[config.mk]
export PLATFORM = sky130hd
export DESIGN_NAME = hcbp_packer
export DESIGN_NICKNAME = d
export VERILOG_FILES = /design/src/hw/rtl/hcbp_pkg.sv /design/src/hw/rtl/hcbp_packer.sv
export SDC_FILE = /design/constraint.sdc
export NUM_CORES = 1
export LEC_CHECK = 0
export ABC_CLOCK_PERIOD_IN_PS = 9500
export BUFFER_PORTS_ARGS = -buffer_cell sky130_fd_sc_hd__buf_2
export CORE_AREA = 2 2 101 128
export DETAILED_ROUTE_END_ITERATION = 16
export DIE_AREA = 0 0 103 130
export GPL_TIMING_DRIVEN = 0
export MAX_ROUTING_LAYER = met4
export PLACE_DENSITY = 0.86
export SLEW_MARGIN = 30
export SYNTH_ARGS = -nofsm -noshare
export SYNTH_HDL_FRONTEND = slang
export SYNTH_SLANG_ARGS = --single-unit
[constraint.sdc]
create_clock -name clk -period 9.5 [get_ports clk]
set_input_delay 0.475 -clock clk [delete_from_list [all_inputs] [get_ports clk]]
set_output_delay 0.475 -clock clk [all_outputs]
set_load 0.01 [all_outputs]
[src/hw/rtl/hcbp_pkg.sv]
package hcbp_pkg;

    localparam int WORD_W = 32;
    localparam int LEN_W  = 6;
    localparam int SYM_W  = 8;
    localparam int CMD_W  = 2;
    localparam int PAD_W  = 5;
    localparam int TOTAL_W = LEN_W + 1;

    localparam int MAX_CODE_LEN_DEF = 32;
    localparam int SYMBOL_COUNT_DEF = 256;

    typedef enum logic [CMD_W-1:0] {
        CMD_LOAD   = 2'd0,
        CMD_ENCODE = 2'd1,
        CMD_START  = 2'd2
    } cmd_t;

    // Control handed from the lookup stage to the packer stage
    typedef struct packed {
        logic valid;
        logic encode;
        logic start;
        logic hit;
    } lookup_t;

endpackage

[src/hw/rtl/hcbp_packer.sv]
module hcbp_packer
    import hcbp_pkg::*;
(
    input  logic              clk,
    input  logic              rst_n,
    input  logic              cfg_we,
    input  logic [PAD_W-1:0]  cfg_wdata,
    input  lookup_t           lookup,
    input  logic [WORD_W-1:0] code,
    input  logic [LEN_W-1:0]  length,
    output logic              advance,
    output logic              out_valid,
    input  logic              out_ready,
    output logic [WORD_W-1:0] out_word
);

    logic [PAD_W-1:0]    pad_reg;
    logic [WORD_W-1:0]   buf_reg;
    logic [WORD_W-1:0]   buf_next;
    logic [PAD_W-1:0]    fill_reg;
    logic [PAD_W-1:0]    fill_next;
    logic [WORD_W-1:0]   word_reg;
    logic                out_valid_reg;
    logic                out_valid_next;
    logic [LEN_W-1:0]    eff_len;
    logic                active;
    logic [TOTAL_W-1:0]  total;
    logic                emit;
    logic [WORD_W-1:0]   mask;
    logic [2*WORD_W-1:0] shifted;
    logic [2*WORD_W-1:0] acc;

    assign eff_len = lookup.hit ? length : '0;
    assign active  = lookup.valid && lookup.encode && (eff_len != '0);
    assign total   = TOTAL_W'(fill_reg) + TOTAL_W'(eff_len);
    assign emit    = active && (total >= TOTAL_W'(WORD_W));
    // stall only when a full word meets an occupied output register
    assign advance = !(emit && out_valid_reg && !out_ready);

    assign mask    = {WORD_W{1'b1}} >> (LEN_W'(WORD_W) - eff_len);
    assign shifted = {{WORD_W{1'b0}}, code & mask} << (TOTAL_W'(2*WORD_W) - total);
    assign acc     = {buf_reg, {WORD_W{1'b0}}} | shifted;

    always_comb
    begin
        buf_next  = buf_reg;
        fill_next = fill_reg;
        if (lookup.valid && advance)
        begin
            if (lookup.start)
            begin
                buf_next  = '0;
                fill_next = pad_reg;
            end
            else if (active && emit)
            begin
                buf_next  = acc[WORD_W-1:0];
                fill_next = PAD_W'(total - TOTAL_W'(WORD_W));
            end
            else if (active)
            begin
                buf_next  = acc[2*WORD_W-1:WORD_W];
                fill_next = total[PAD_W-1:0];
            end
        end
    end

    always_comb
    begin
        out_valid_next = out_valid_reg;
        if (emit && advance)
        begin
            out_valid_next = 1'b1;
        end
        else if (out_ready)
        begin
            out_valid_next = 1'b0;
        end
    end

    always_ff @(posedge clk or negedge rst_n)
    begin
        if (!rst_n)
        begin
            pad_reg       <= '0;
            buf_reg       <= '0;
            fill_reg      <= '0;
            out_valid_reg <= 1'b0;
        end
        else
        begin
            if (cfg_we)
            begin
                pad_reg <= cfg_wdata;
            end
            buf_reg       <= buf_next;
            fill_reg      <= fill_next;
            out_valid_reg <= out_valid_next;
        end
    end

    always_ff @(posedge clk)
    begin
        if (emit && advance)
        begin
            word_reg <= acc[2*WORD_W-1:WORD_W];
        end
    end

    assign out_valid = out_valid_reg;
    assign out_word  = word_reg;

endmodule

### Word level (Yosys, flattened, before mapping)

Index checks and enable logic that the tools add are counted.

* memories: 0
* output and inout port bits: 34
* ROM bits: 0
* input bits: 51
* memory bits (writable): 0
* register bits after elaboration: 75
* latch bits: 0
* word-level logic and storage cells: 37

* mux-type cells: 9
* reduce and logical (&&, ||, !) cells: 14
* add/sub/neg operators: 4
* bitwise gates (word level): 2
* equal/unequal tests: 0
* shift-type cells: 2
* multipliers: 0
* div/mod/pow operators: 0
* order comparisons: 1

Operator list (number)
* two-way mux 32 bit: 3
* OR 64 bit: 1
* << shifter 32 x 7 -> 64 bit: 1
* AND 32 bit: 1
* >> shifter 32 x 6 -> 32 bit, first input constant: 1
* two-way mux 5 bit: 3
* logical AND 1 bit: 8
* adder 5 x 6 -> 7 bit: 1
* greater-or-equal comparator 7 x 6 -> 1 bit, second input constant: 1
* subtractor 7 bit, first input constant: 1
* two-way mux 6 bit: 1
* nonzero test 6 bit: 1
* subtractor 6 bit, first input constant: 1
* subtractor 5 x 1 -> 5 bit, second input constant: 1
* nonzero test 3 bit: 1
* zero test 1 bit: 2
* two-way mux 1 bit: 2
* AND reduction 2 bit: 1
* nonzero test 2 bit: 1

### Longest topological paths before layout

* depth in word-level cells: 9
* depth in mapped cells: 19

### Worst setup path before layout

Ideal clock, no wire load.

* kind: input to register
* from: input port lookup[0] in the netlist's numbering
* to: register buf_reg[3]
* path buffers: 3
* stages on the path: 15
* required time: 9.381 ns
* library setup time: 0.119 ns
* data arrival time: 4.857 ns
* slack: 4.524 ns
* cell sequence: clkbuf_1 clkbuf_1 clkbuf_1 and2_1 ha_1 inv_1 fa_1 nand2b_1 a21o_1 nand3_1 nand3_1 nor2_1 a2111o_1 a21oi_1 o21a_1

* cells in the longest elaborated chain, start to end: 9
* elaborated cells between the ends (all ways): 22
* those cells by class: 3 x add/sub; 1 x order compare; 2 x shift; 4 x mux; 2 x bitwise; 10 x reduce/logical

Ends and longest elaborated chain
* from (decl): line hcbp_packer.sv:8 `input lookup_t lookup,`
* two-way mux 6 bit *: line hcbp_packer.sv:33 `assign eff_len = lookup.hit ? length : '0;`
* subtractor 6 bit, or another cell as far along: line hcbp_packer.sv:40 `assign mask = {WORD_W{1'b1}} >> (LEN_W'(WORD_W) - eff_len);`
* >> shifter 32 x 6 -> 32 bit, or another cell as far along: line hcbp_packer.sv:40
* AND 32 bit / logical AND 1 bit (equally long branches): line hcbp_packer.sv:41, hcbp_packer.sv:36
* << shifter 32 x 7 -> 64 bit / logical AND 1 bit (equally long branches): line hcbp_packer.sv:41, hcbp_packer.sv:38
* OR 64 bit / logical AND 1 bit (equally long branches): line hcbp_packer.sv:42, hcbp_packer.sv:38
* two-way mux 32 bit / zero test 1 bit (equally long branches): line hcbp_packer.sv:60, hcbp_packer.sv:38
* two-way mux 32 bit / logical AND 1 bit (equally long branches): line hcbp_packer.sv:55, hcbp_packer.sv:48
* two-way mux 32 bit / AND reduction 2 bit (equally long branches)
* to (signal assigned): line hcbp_packer.sv:96 `buf_reg <= buf_next;`
* to (decl): line hcbp_packer.sv:18 `logic [WORD_W-1:0] buf_reg;`

Every way passes the cells marked *; elsewhere a longest branch is shown, timed or not. The select of a mux whose other input is x is not followed.
A chain may end at the register's enable or synchronous reset.

### Worst setup path after layout

* from: input port lookup[0] in the netlist's numbering
* to: register buf_reg[10]

The elaborated chain is that of the path after synthesis.

==> reports/results.ini <==
[clock_tree]
cts_buffer_depth = 2
cts.clk_slew.worst_paths_ps = 70
cts_buffers = 9
cts_tree = yes
clock_sinks = 75
cts_hold_buf = 0
clock_latency_ps = 340
cts_max_level = 3
post_cts_buffers = 0
cts_resized = 0
cts-root-buf = clkbuf_16

[worst_hold_path]
hp-class = input pin to asynchronous set/reset pin

[setup_path]
path_class = input pin to register
r2r_end = buf_reg[10]
reg2reg_slack_ps = 4230
slowest_delay_ps = 890
critPathLaunchType = input pin
reg2reg_from = fill_reg[0]
crit_chain = clkbuf_1, clkbuf_1, clkbuf_1, and2_1, ha_1, inv_1, clkbuf_1, ha_1, xnor3_1, clkbuf_1, clkbuf_1, nand3_1, o21ai_0, a21oi_1, a311oi_1, nand2_1, a221oi_1, nand2b_1
cp.required_ps = 9780
crit_fanout = 10
cp.arrival_ps = 6750
critPathTopFamily = buffers and inverters
cp.buffers_inverters = 7
crit_top_cell = clkbuf_1
r2r_cells = 14
worstSetupEndpointType = register
crit_path_top_delay_cell = a311oi_1
cp.depth = 18

[power_and_ir_drop]
pwr-share-clk = 0.152
pwr-share-seq = 0.182
switchingPower_uw = 1419
cellInternalPower_uw = 1249
netSwitchingFraction = 0.5320
p_leak_uw = 0.003248
combinationalPowerShare = 0.667
total_power_uw = 2668
ir_drop_mv = 0.1752
powerDensity_nw_per_um2 = 324.9

[place]
place_inst = 1138
dpl_worst_slack_ps = 2972
dp_hpwl_mm = 22.98
port_buffers = 82
gp_congestion = 1.111

[job]
cap_viol_max_count = 0

[route]
routed_wirelength_mm = 29.90
viasPerCell = 7.359
drc_errors = 0
wl_per_cell_um = 25.91
drt_iter0_drc = 945
ant_nets = 0
num_vias = 8492
dr.pass1.iters = 6

[floorplan]
num_io_pins = 85
fp.dieH_um = 130
die_area_um2 = 13390
start_util = 0.5822
rows = 46
coreArea_um2 = 12320
die_w_um = 103

[timing]
tightestPinTransition_ps = 1146
rsz0062_at_grt = false
hold-worst-slack_ps = 141.1
max_freq_mhz = 154.5
report.final.slew_viol_count = 0
finalClockSkew_ps = 8.886
period_minus_slack_ps = 6473
finalSetupViolations = 0
period_share = 0.6814
setup_ws_ps = 3027
finalHoldViolCount = 0
relSlewSlack = 0.2307
finalSetupTns_ps = 0

[logic_synthesis]
yosys_warnings = 0
synth_edf_count = 32
async_flop_share = 0.5733
syn_area_um2 = 7171
synth.yosys.seq_area_share = 0.2841
avgSynthCellArea_um2 = 8.112
synth-seq-cells = 75
synthFlopType = dfrtp_1
synth_cell_types = 83
synthesis.nets = 946
synthCells = 884

[global_routing]
first_global_vias = 8069
grt_pass1_wl_mm = 45.06
grt_max_degree = 44
antenna_found_initial = 0
gr-total-overflow = 0
grt_use_total = 0.4590

[final_layout]
mostFrequentLayoutCells = 88 x buf_2, 82 x nand2_1, 74 x nor2_1
synthToLayoutAreaGrowth_pct = 14.52
drive_above_1_share = 0.1552
fillers = 1109
final_nets = 1043
stdcell_count = 1154
n_antenna_cell = 0
mostFrequentLayoutCell = buf_2

[run_status]
status = completed

## area by class of cell
class / count / area, um2 / area share
clock buffers: 10 / 229.0 / 0.02788
flip-flops and latches: 75 / 2037 / 0.2481
inverters: 17 / 63.81 / 0.007771
well taps: 168 / 210.2 / 0.02560
multi-input cells: 725 / 4823 / 0.5874
repair buffers: 86 / 460.4 / 0.05607
clock inverters: 6 / 115.1 / 0.01402
plain buffers: 67 / 272.8 / 0.03322
## cells in the mapped netlist, drive strengths merged (15+ instances only)
cell type / instances / area [um2]
inv: 16 / 60.06
mux2i: 16 / 160.2
o22ai: 16 / 100.1
dfrtp: 43 / 1076
o21ai: 66 / 330.3
edfxtp: 32 / 960.9
a21o: 20 / 150.1
clkbuf: 58 / 217.7
nand3: 30 / 150.1
a21oi: 53 / 269.0
nand2: 82 / 307.8
nor2: 75 / 281.5
a22oi: 16 / 133.9
nor3: 23 / 115.1
and2: 15 / 93.84
a221o: 15 / 150.1
## worst max-delay path by stage
stage	start	end
6_report	lookup[0]	buf_reg[10]
5_1_grt	lookup[0]	buf_reg[10]
4_1_cts	lookup[0]	buf_reg[10]
3_5_place_dp	lookup[0]	buf_reg[10]
3_3_place_gp	lookup[0]	buf_reg[11]
2_1_floorplan	lookup[0]	buf_reg[3]
## routing by layer
metal  part of all wire  vias up  routed length [um]  GRT usage
met1               0.35     3903               10480     0.5122
met2               0.45      692               13470     0.6994
met5                  0        -                   0          -
met4              0.092        0                2766     0.3475
li1                   -     3678                   -          -
met3               0.11      219                3186     0.1141
## cell families (layout without fill, tap and decap cells)
| kind of cell | Yosys count | after routing | share of synthesized area |
|---|---|---|---|
| adders and majority gates | 11 | 11 | 0.02024 |
| xor gates and xnor gates | 10 | 10 | 0.01623 |
| buffers and inverters | 84 | 186 | 0.04694 |
| DFF | 75 | 75 | 0.2841 |
| AOI/OAI and AO/OA | 369 | 369 | 0.3731 |
| and+or+nand+nor | 304 | 304 | 0.2073 |
| muxes | 31 | 31 | 0.05217 |
## through the flow
stage,instance area [um2],utilization
after floorplan,7171,-
after global placement,7791,0.6326
after detailed placement,7868,0.6388
after CTS,8212,0.6667
after global routing,8212,0.6667
final,8212,0.6667
## power by group through the flow
stage | clock [uW] | combinational, uW | sequential [uW]
after floorplan | 0 | 1120 | 485
after detailed placement | 0 | 1660 | 489
after global placement | 0 | 1650 | 486
final | 404 | 1780 | 485
after global routing | 416 | 1850 | 493
after CTS | 399 | 1680 | 484
Note: power is estimated with default switching activity, not from simulation.
